$ cat src/color_fade_sequencer_assert.svh
// ----------------------------------------------------------------------------
// color fade sequencer assertion macros
// shared property shapes, clocked on clk and disabled while rst_n is low
// ----------------------------------------------------------------------------
`ifndef COLOR_FADE_SEQUENCER_ASSERT_SVH
`define COLOR_FADE_SEQUENCER_ASSERT_SVH

// condition implies consequence in the same cycle
`define CFS_ASSERT_IMP(lbl, ante, cons) \
  lbl: assert property (@(posedge clk) disable iff (!rst_n) (ante) |-> (cons)) \
    else $error("color fade sequencer check failed");

// condition implies consequence in the next cycle
`define CFS_ASSERT_NXT(lbl, ante, cons) \
  lbl: assert property (@(posedge clk) disable iff (!rst_n) (ante) |=> (cons)) \
    else $error("color fade sequencer check failed");

`endif

$ cat src/cfs_pkg.sv
// ----------------------------------------------------------------------------
// cfs_pkg
// shared widths, types, register indexes and control structs of the fader
// ----------------------------------------------------------------------------
package cfs_pkg;

  // step counter width and derived datapath widths
  localparam int STEP_BITS  = 16;
  localparam int COLOR_W    = 8;
  localparam int MUL_W      = COLOR_W + STEP_BITS;
  localparam int PROD_W     = 2 * MUL_W;
  localparam int SUM_W      = PROD_W + 1;
  localparam int CFG_IDX_W  = 2;
  localparam int CFG_DATA_W = 24;
  localparam int STEP_CFG_W = 16;

  typedef logic [STEP_BITS-1:0]  step_t;
  typedef logic [COLOR_W-1:0]    color_t;
  typedef logic [MUL_W-1:0]      mul_t;
  typedef logic [PROD_W-1:0]     prod_t;
  typedef logic [SUM_W-1:0]      sum_t;
  typedef logic [CFG_IDX_W-1:0]  cfg_idx_t;
  typedef logic [CFG_DATA_W-1:0] cfg_data_t;

  // register indexes
  localparam cfg_idx_t REG_COLOR_START = 2'd0;
  localparam cfg_idx_t REG_COLOR_END   = 2'd1;
  localparam cfg_idx_t REG_STEP_COUNT  = 2'd2;

  // component select codes
  localparam logic [1:0] COMP_RED   = 2'd0;
  localparam logic [1:0] COMP_GREEN = 2'd1;
  localparam logic [1:0] COMP_BLUE  = 2'd2;

  localparam step_t  STEP_RESET = step_t'(300);
  localparam color_t ROOT_MSB   = {1'b1, {(COLOR_W-1){1'b0}}};

  // request to the root engine
  typedef struct packed {
    logic   start;
    color_t a;
    color_t b;
    step_t  n;
    step_t  i;
    step_t  s;
  } root_req_t;

  // response from the root engine
  typedef struct packed {
    logic   done;
    color_t root;
  } root_rsp_t;

endpackage

$ cat src/cfs_mul.sv
// ----------------------------------------------------------------------------
// cfs_mul
// shared unsigned multiplier with a registered product
// ----------------------------------------------------------------------------
module cfs_mul (
  input  logic          clk,
  input  cfs_pkg::mul_t  op_a,
  input  cfs_pkg::mul_t  op_b,
  output cfs_pkg::prod_t prod_r
);

  // one product per cycle
  always_ff @(posedge clk) begin
    prod_r <= cfs_pkg::prod_t'(op_a) * cfs_pkg::prod_t'(op_b);
  end

endmodule

$ cat src/cfs_root.sv
// ----------------------------------------------------------------------------
// cfs_root
// one blended component: builds (a*n)^2 + (b*i)^2, then finds the largest r
// with 2*(r*s)^2 <= sum, one root bit per trial, square and compare passes
// ----------------------------------------------------------------------------
`include "color_fade_sequencer_assert.svh"

module cfs_root (
  input  logic               clk,
  input  logic               rst_n,
  input  cfs_pkg::root_req_t req,
  output cfs_pkg::root_rsp_t rsp
);

  typedef enum logic [8:0] {
    C_IDLE = 9'b000000001,
    C_AN   = 9'b000000010,
    C_ASQ  = 9'b000000100,
    C_BI   = 9'b000001000,
    C_BSQ  = 9'b000010000,
    C_SUM  = 9'b000100000,
    C_TS   = 9'b001000000,
    C_TSQ  = 9'b010000000,
    C_CMP  = 9'b100000000
  } core_st_t;

  core_st_t        state_r, state_nxt;
  cfs_pkg::color_t bit_r, bit_nxt;
  cfs_pkg::color_t r_r, r_nxt;
  cfs_pkg::sum_t   acc_r, acc_nxt;
  logic            done_r, done_nxt;
  cfs_pkg::mul_t   op_a, op_b;
  cfs_pkg::prod_t  prod_r;
  cfs_pkg::color_t trial;
  cfs_pkg::mul_t   prod_lo;
  logic            fits;

  cfs_mul u_mul (
    .clk    (clk),
    .op_a   (op_a),
    .op_b   (op_b),
    .prod_r (prod_r)
  );

  assign trial   = r_r | bit_r;
  assign prod_lo = prod_r[cfs_pkg::MUL_W-1:0];
  assign fits    = {prod_r, 1'b0} <= acc_r;

  // multiplier operand select
  always_comb begin
    unique case (state_r)
      C_AN: begin
        op_a = cfs_pkg::mul_t'(req.a);
        op_b = cfs_pkg::mul_t'(req.n);
      end
      C_BI: begin
        op_a = cfs_pkg::mul_t'(req.b);
        op_b = cfs_pkg::mul_t'(req.i);
      end
      C_TS: begin
        op_a = cfs_pkg::mul_t'(trial);
        op_b = cfs_pkg::mul_t'(req.s);
      end
      C_ASQ, C_BSQ, C_TSQ: begin
        op_a = prod_lo;
        op_b = prod_lo;
      end
      default: begin
        op_a = '0;
        op_b = '0;
      end
    endcase
  end

  // sequencer
  always_comb begin
    state_nxt = state_r;
    bit_nxt   = bit_r;
    r_nxt     = r_r;
    acc_nxt   = acc_r;
    done_nxt  = 1'b0;
    unique case (state_r)
      C_IDLE: begin
        if (req.start) begin
          state_nxt = C_AN;
        end
      end
      C_AN:  state_nxt = C_ASQ;
      C_ASQ: state_nxt = C_BI;
      C_BI: begin
        acc_nxt   = cfs_pkg::sum_t'(prod_r);
        state_nxt = C_BSQ;
      end
      C_BSQ: state_nxt = C_SUM;
      C_SUM: begin
        acc_nxt   = acc_r + cfs_pkg::sum_t'(prod_r);
        r_nxt     = '0;
        bit_nxt   = cfs_pkg::ROOT_MSB;
        state_nxt = C_TS;
      end
      C_TS:  state_nxt = C_TSQ;
      C_TSQ: state_nxt = C_CMP;
      C_CMP: begin
        if (fits) begin
          r_nxt = trial;
        end
        if (bit_r[0]) begin
          bit_nxt   = cfs_pkg::ROOT_MSB;
          done_nxt  = 1'b1;
          state_nxt = C_IDLE;
        end else begin
          bit_nxt   = bit_r >> 1;
          state_nxt = C_TS;
        end
      end
      default: state_nxt = C_IDLE;
    endcase
  end

  // control registers
  always_ff @(posedge clk) begin
    if (!rst_n) begin
      state_r <= C_IDLE;
      bit_r   <= cfs_pkg::ROOT_MSB;
      done_r  <= 1'b0;
    end else begin
      state_r <= state_nxt;
      bit_r   <= bit_nxt;
      done_r  <= done_nxt;
    end
  end

  // datapath registers
  always_ff @(posedge clk) begin
    r_r   <= r_nxt;
    acc_r <= acc_nxt;
  end

  assign rsp.done = done_r;
  assign rsp.root = r_r;

  // checks
  `CFS_ASSERT_IMP(a_bit_onehot, 1'b1, $onehot(bit_r))
  `CFS_ASSERT_IMP(a_start_when_idle, req.start, state_r == C_IDLE)
  `CFS_ASSERT_IMP(a_done_rearmed, rsp.done, (state_r == C_IDLE) && (bit_r == cfs_pkg::ROOT_MSB))

endmodule

$ cat src/color_fade_sequencer.sv
// ----------------------------------------------------------------------------
// color_fade_sequencer
// two-color fade generator: one blended RGB color per in-range tick request
// ----------------------------------------------------------------------------
// an accepted request runs the three components in turn on the one shared
// multiplier (start, sum passes, a trial, square and compare pass for each of
// the eight root bits, handoff), then loads the output and raises out_valid
// once no older result waits. in_ready stays low until that load, so no new
// request is taken meanwhile; a request giving no result starts nothing.
// reset is synchronous: colors clear, step count is 300, step index clears.
// ----------------------------------------------------------------------------
`include "color_fade_sequencer_assert.svh"

module color_fade_sequencer (
  input  logic                 clk,
  input  logic                 rst_n,
  input  logic                 cfg_we,
  input  cfs_pkg::cfg_idx_t    cfg_index,
  input  cfs_pkg::cfg_data_t   cfg_wdata,
  input  logic                 in_valid,
  output logic                 in_ready,
  input  logic                 in_restart,
  output logic                 out_valid,
  input  logic                 out_ready,
  output logic [7:0]           out_red_out,
  output logic [7:0]           out_green_out,
  output logic [7:0]           out_blue_out,
  output logic                 out_final_step
);

  typedef enum logic [2:0] {
    ST_IDLE = 3'b001,
    ST_RUN  = 3'b010,
    ST_HOLD = 3'b100
  } st_t;

  st_t                state_r, state_nxt;
  logic [1:0]         comp_r, comp_nxt;
  logic               start_r, start_nxt;
  cfs_pkg::step_t     idx_r, idx_nxt;
  cfs_pkg::step_t     i_r, i_nxt;
  cfs_pkg::step_t     n_r, n_nxt;
  logic               final_r, final_nxt;
  logic               out_valid_r, out_valid_nxt;
  logic               load_out;
  cfs_pkg::color_t    red_r, green_r, blue_r;
  cfs_pkg::color_t    out_red_r, out_green_r, out_blue_r;
  logic               out_final_r;
  logic [23:0]        color_start_r;
  logic [23:0]        color_end_r;
  cfs_pkg::step_t     step_count_r;
  cfs_pkg::step_t     idx_eff;
  cfs_pkg::step_t     n_eff;
  logic               in_acc;
  logic               go;
  cfs_pkg::root_req_t req;
  cfs_pkg::root_rsp_t rsp;

  // configuration registers
  always_ff @(posedge clk) begin
    if (!rst_n) begin
      color_start_r <= '0;
      color_end_r   <= '0;
      step_count_r  <= cfs_pkg::STEP_RESET;
    end else if (cfg_we) begin
      unique case (cfg_index)
        cfs_pkg::REG_COLOR_START: color_start_r <= cfg_wdata[23:0];
        cfs_pkg::REG_COLOR_END:   color_end_r   <= cfg_wdata[23:0];
        cfs_pkg::REG_STEP_COUNT:
          step_count_r <= cfs_pkg::step_t'(cfg_wdata[cfs_pkg::STEP_CFG_W-1:0]);
        default: ;
      endcase
    end
  end

  // request decode
  assign in_ready = (state_r == ST_IDLE);
  assign in_acc   = in_valid & in_ready;
  assign idx_eff  = in_restart ? '0 : idx_r;
  assign go       = idx_eff < step_count_r;
  assign n_eff    = step_count_r - idx_eff;

  // component operands for the root engine
  always_comb begin
    req.start = start_r;
    req.n     = n_r;
    req.i     = i_r;
    req.s     = step_count_r;
    unique case (comp_r)
      cfs_pkg::COMP_RED: begin
        req.a = color_start_r[23:16];
        req.b = color_end_r[23:16];
      end
      cfs_pkg::COMP_GREEN: begin
        req.a = color_start_r[15:8];
        req.b = color_end_r[15:8];
      end
      default: begin
        req.a = color_start_r[7:0];
        req.b = color_end_r[7:0];
      end
    endcase
  end

  cfs_root u_root (
    .clk   (clk),
    .rst_n (rst_n),
    .req   (req),
    .rsp   (rsp)
  );

  // step sequencer
  always_comb begin
    state_nxt     = state_r;
    comp_nxt      = comp_r;
    start_nxt     = 1'b0;
    idx_nxt       = idx_r;
    i_nxt         = i_r;
    n_nxt         = n_r;
    final_nxt     = final_r;
    out_valid_nxt = out_valid_r & ~out_ready;
    load_out      = 1'b0;
    unique case (state_r)
      ST_IDLE: begin
        if (in_acc) begin
          idx_nxt = idx_eff;
          if (go) begin
            state_nxt = ST_RUN;
            comp_nxt  = cfs_pkg::COMP_RED;
            start_nxt = 1'b1;
            i_nxt     = idx_eff;
            n_nxt     = n_eff;
            final_nxt = (n_eff == cfs_pkg::step_t'(1));
          end
        end
      end
      ST_RUN: begin
        if (rsp.done) begin
          if (comp_r == cfs_pkg::COMP_BLUE) begin
            state_nxt = ST_HOLD;
          end else begin
            comp_nxt  = comp_r + 2'd1;
            start_nxt = 1'b1;
          end
        end
      end
      ST_HOLD: begin
        if (!out_valid_r || out_ready) begin
          load_out      = 1'b1;
          out_valid_nxt = 1'b1;
          idx_nxt       = i_r + cfs_pkg::step_t'(1);
          state_nxt     = ST_IDLE;
        end
      end
      default: state_nxt = ST_IDLE;
    endcase
  end

  // control registers
  always_ff @(posedge clk) begin
    if (!rst_n) begin
      state_r     <= ST_IDLE;
      comp_r      <= cfs_pkg::COMP_RED;
      start_r     <= 1'b0;
      idx_r       <= '0;
      out_valid_r <= 1'b0;
    end else begin
      state_r     <= state_nxt;
      comp_r      <= comp_nxt;
      start_r     <= start_nxt;
      idx_r       <= idx_nxt;
      out_valid_r <= out_valid_nxt;
    end
  end

  // step operands
  always_ff @(posedge clk) begin
    i_r     <= i_nxt;
    n_r     <= n_nxt;
    final_r <= final_nxt;
  end

  // component capture
  always_ff @(posedge clk) begin
    if (rsp.done) begin
      unique case (comp_r)
        cfs_pkg::COMP_RED:   red_r   <= rsp.root;
        cfs_pkg::COMP_GREEN: green_r <= rsp.root;
        default:             blue_r  <= rsp.root;
      endcase
    end
  end

  // output register
  always_ff @(posedge clk) begin
    if (load_out) begin
      out_red_r   <= red_r;
      out_green_r <= green_r;
      out_blue_r  <= blue_r;
      out_final_r <= final_r;
    end
  end

  assign out_valid      = out_valid_r;
  assign out_red_out    = out_red_r;
  assign out_green_out  = out_green_r;
  assign out_blue_out   = out_blue_r;
  assign out_final_step = out_final_r;

  // checks
  `CFS_ASSERT_IMP(a_done_in_run, rsp.done, state_r == ST_RUN)
  `CFS_ASSERT_NXT(a_hold_loads, (state_r == ST_HOLD) && (!out_valid_r || out_ready), out_valid_r && (state_r == ST_IDLE))
  `CFS_ASSERT_NXT(a_step_advances, load_out, idx_r == i_r + cfs_pkg::step_t'(1))

endmodule

$ cat config.mk
export PLATFORM = sky130hd
export DESIGN_NAME = color_fade_sequencer
export DESIGN_NICKNAME = d
export VERILOG_FILES = /design/src/cfs_pkg.sv /design/src/cfs_mul.sv /design/src/cfs_root.sv /design/src/color_fade_sequencer.sv
export VERILOG_INCLUDE_DIRS = /design/src /design/src/src
export SDC_FILE = /design/constraint.sdc
export NUM_CORES = 2
export LEC_CHECK = 0
export ABC_AREA = 1
export BUFFER_PORTS_ARGS = -buffer_cell sky130_fd_sc_hd__clkbuf_2
export CORE_UTILIZATION = 50
export CTS_CLUSTER_SIZE = 30
export DETAILED_ROUTE_END_ITERATION = 8
export GPL_TIMING_DRIVEN = 0
export PLACE_DENSITY = 0.68
export SETUP_SLACK_MARGIN = 0.3
export SLEW_MARGIN = 20
export SYNTH_ARGS = -nofsm -noshare
export SYNTH_HDL_FRONTEND = slang
export SYNTH_SLANG_ARGS = --single-unit
$ cat constraint.sdc
create_clock -name clk -period 15.7 [get_ports clk]
set_input_delay 2.355 -clock clk [delete_from_list [all_inputs] [get_ports clk]]
set_output_delay 2.355 -clock clk [all_outputs]
set_load 0.1 [all_outputs]
==> reports/metrics.yaml <==
path_max_fanout: 10
grt_pass1_vias: 31150
setup_ws_ns: 7.248
worst_pin_slew_ns: 1.027
setup_viol: 0
holdPathEnd: "out_green_out[7]"
placed_cells: 5714
synth_cells: 4705
die_w_um: 271.1
cts_setup_buffers: 0
drc_errors: 0
cts_buffer_depth: 3
nets: 5587
wl_per_cell_um: 19.01
hold_class: "reg2reg"
cts_tree: "done"
floorplan.initialDensity_pct: 50.57
grt_antenna_before_repair: 2
syn2layout_area_growth_pct: 7.176
grt_max_degree: 50
ant_nets: 0
finalMaxSlewViolations: 0
slowest_delay_ns: 0.57
vdd_drop_max_uv: 103.9
hpwl_um: 91000
synth_top_cell_area_share_pct: 26.15
r2r_setup_slack_ns: 7.25
synthFlopType: "dfxtp_1"
multiInputGateArea_um2: 24120
syn-num-nets: 5495
crit_top_cell: "inv_1"
drtIter0Drc: 2658
layout_common_cells: "1088 x inv_1, 1088 x nand2_1, 503 x nor2_1, 473 x fa_1, 285 x ha_1"
track_usage_pct: 30.46
cts-root-buf: "clkbuf_16"
fin_crit_ns: 8.452
whs_path_depth: 0
finalWirelength_um: 109700
synthesis.area_um2: 36210
fin_cells: 5773
required_ns: 16.17
clk_pin_slew_ns: 0.06
insertion_delay_ns: 0.61
cts_hold_buf: 0
ys_seq_area_share_pct: 19.98
dieArea_um2: 73510
r2r_start: "comp_r[0]"
place_congestion: 0.9769
crit_path_top_delay_cell: "fa_1"
io_pins: 59
netlist_top_cells_area: "fa_1 26%, edfxtp_1 12%, inv_1 11%"
die-height_um: 271.1
synth_seq_cells: 292
rsz0062_at_grt: "false"
num_rows: 98
cap_viol_max_count: 0
cts_buffers: 31
regArea_um2: 7237
grt_pass1_wl_um: 173100
tns_ns: 0
finalHoldViolCount: 0
worstSetupStartpointType: "flop"
synth_edf_count: 139
core_um2: 71610
crit_type: "reg2reg"
avgViaCountPerCell: 5.345
ys_types: 61
async_reset_ff_share_pct: 0
fill_cells: 6887
avgSynthCellArea_um2: 7.697
reg2reg_to: "u_root.u_mul.prod_r[47]"
h-tree-depth: 1
drive_above_1_share_pct: 5.599
finClkSkew_ns: 0.01512
grt_overflow: 0
dp_slack_ns: 7.429
fmax_mhz: 118.3
end_kind: "flop"
cts_sinks: 292
cts_resized: 0
io_buffers: 58
num_vias: 30860
drt_first_pass_iters: 6
status: "completed"
power.density_nw_per_um2: 51.41
power_leakage_uw: 0.02034
synth_area_leader_cell: "fa_1"
min_from: "green_r[7]"
ys_warn_count: 0
critPathArrivalTime_ns: 8.93
post-route-period-util_pct: 53.84
fin_util_pct: 54.20
slew_headroom_pct: 31.50
r2r.worst_path.cells: 33
==> worst max path at each step <==
stage                    from                       to  slack [ns]  depth (start not counted)
floorplan           comp_r[0]  u_root.u_mul.prod_r[47]        8.94                         34
global placement    comp_r[0]  u_root.u_mul.prod_r[47]        7.46                         33
detailed placement  comp_r[0]  u_root.u_mul.prod_r[47]        7.43                         33
CTS                 comp_r[0]  u_root.u_mul.prod_r[47]        7.38                         33
global route        comp_r[0]  u_root.u_mul.prod_r[47]        6.85                         33
finish              comp_r[0]  u_root.u_mul.prod_r[47]        7.25                         33
==> cell type report <==
cell class                 count  share of cell area, %
clock inverter                21                 0.6093
tap                          950                  3.062
inverter                    1117                  10.84
multi-input combinational   3187                  62.15
antenna                        1               0.006447
clock buffer                  37                  2.137
timing repair buffer          59                 0.8188
sequential                   292                  18.65
buffer                       109                  1.725
==> state kept, by name, summed over array words and instances (netlist names), 9 cells and up <==
register,flops
u_root.state_r,9
idx_r,16
u_root.acc_r,49
step_count_r,16
color_end_r,24
n_r,16
i_r,16
color_start_r,24
u_root.u_mul.prod_r,48
==> through the flow <==
step / area [um2] / hold slack, ns / power (uW)
5_1_grt: 38810 / 0.4271 / 2085
3_3_place_gp: 37690 / 0.4029 / 1223
3_5_place_dp: 37740 / 0.4054 / 1228
4_1_cts: 38810 / 0.4184 / 2000
6_report: 38810 / 0.4147 / 1995
2_1_floorplan: 36210 / 0.4003 / 1130
==> worst max-delay path: cells and delay by family, from the launching register on <==
family          cells  cell delay [ns]
simple gates        9             1.30
compound gates      3             0.92
flops               1             0.33
buf+inv            12             1.58
fa+ha+maj           9             4.20
==> routing by layer <==
layer | part of all wire, % | global-route usage [%] | vias to the layer above
met3 | 8.2 | 4.242 | 194
met2 | 46 | 49.75 | 1234
met1 | 43 | 41.80 | 14950
li1 | - | - | 14480
met5 | 0 | 0 | -
met4 | 3.4 | 9.654 | 0
==> power breakdown <==
| part | switching [uW] | total (uW) | internal (uW) |
|---|---|---|---|
| sequential | 35.7 | 892 | 856 |
| combinational | 236 | 329 | 92.7 |
| clock | 340 | 775 | 434 |
==> Yosys cell counts, types with 5 or more instances <==
cell type  count
a21boi_0       5
a21oi_1      228
a221oi_2       9
a31oi_1       10
buf_2         33
buf_4          6
buf_6         24
clkbuf_1      43
dfxtp_1      153
edfxtp_1     139
fa_1         473
ha_1         285
inv_1       1089
inv_2         19
nand2_1     1089
nand2_2       24
nand3_1      138
nand3b_1      16
nand4_1       40
nor2_1       503
nor3_1        31
nor4_1         8
o2111ai_4      5
o211ai_1       6
o21a_1         8
o21ai_0      172
o21ai_1        8
o21bai_1      11
or2_2          9
xnor2_1       27
xor2_1        34
==> cell families after synthesis <==
kind of cell | synth area share (%)
AND/OR/NAND/NOR | 21.31
multiplexers | 0.03109
buffers and inverters | 13.47
flip-flops | 19.98
adder cells (fa/ha/maj) | 35.99
AO/OA/AOI/OAI | 7.736
XOR/XNOR | 1.475
Power figures use the tool's default switching activity.
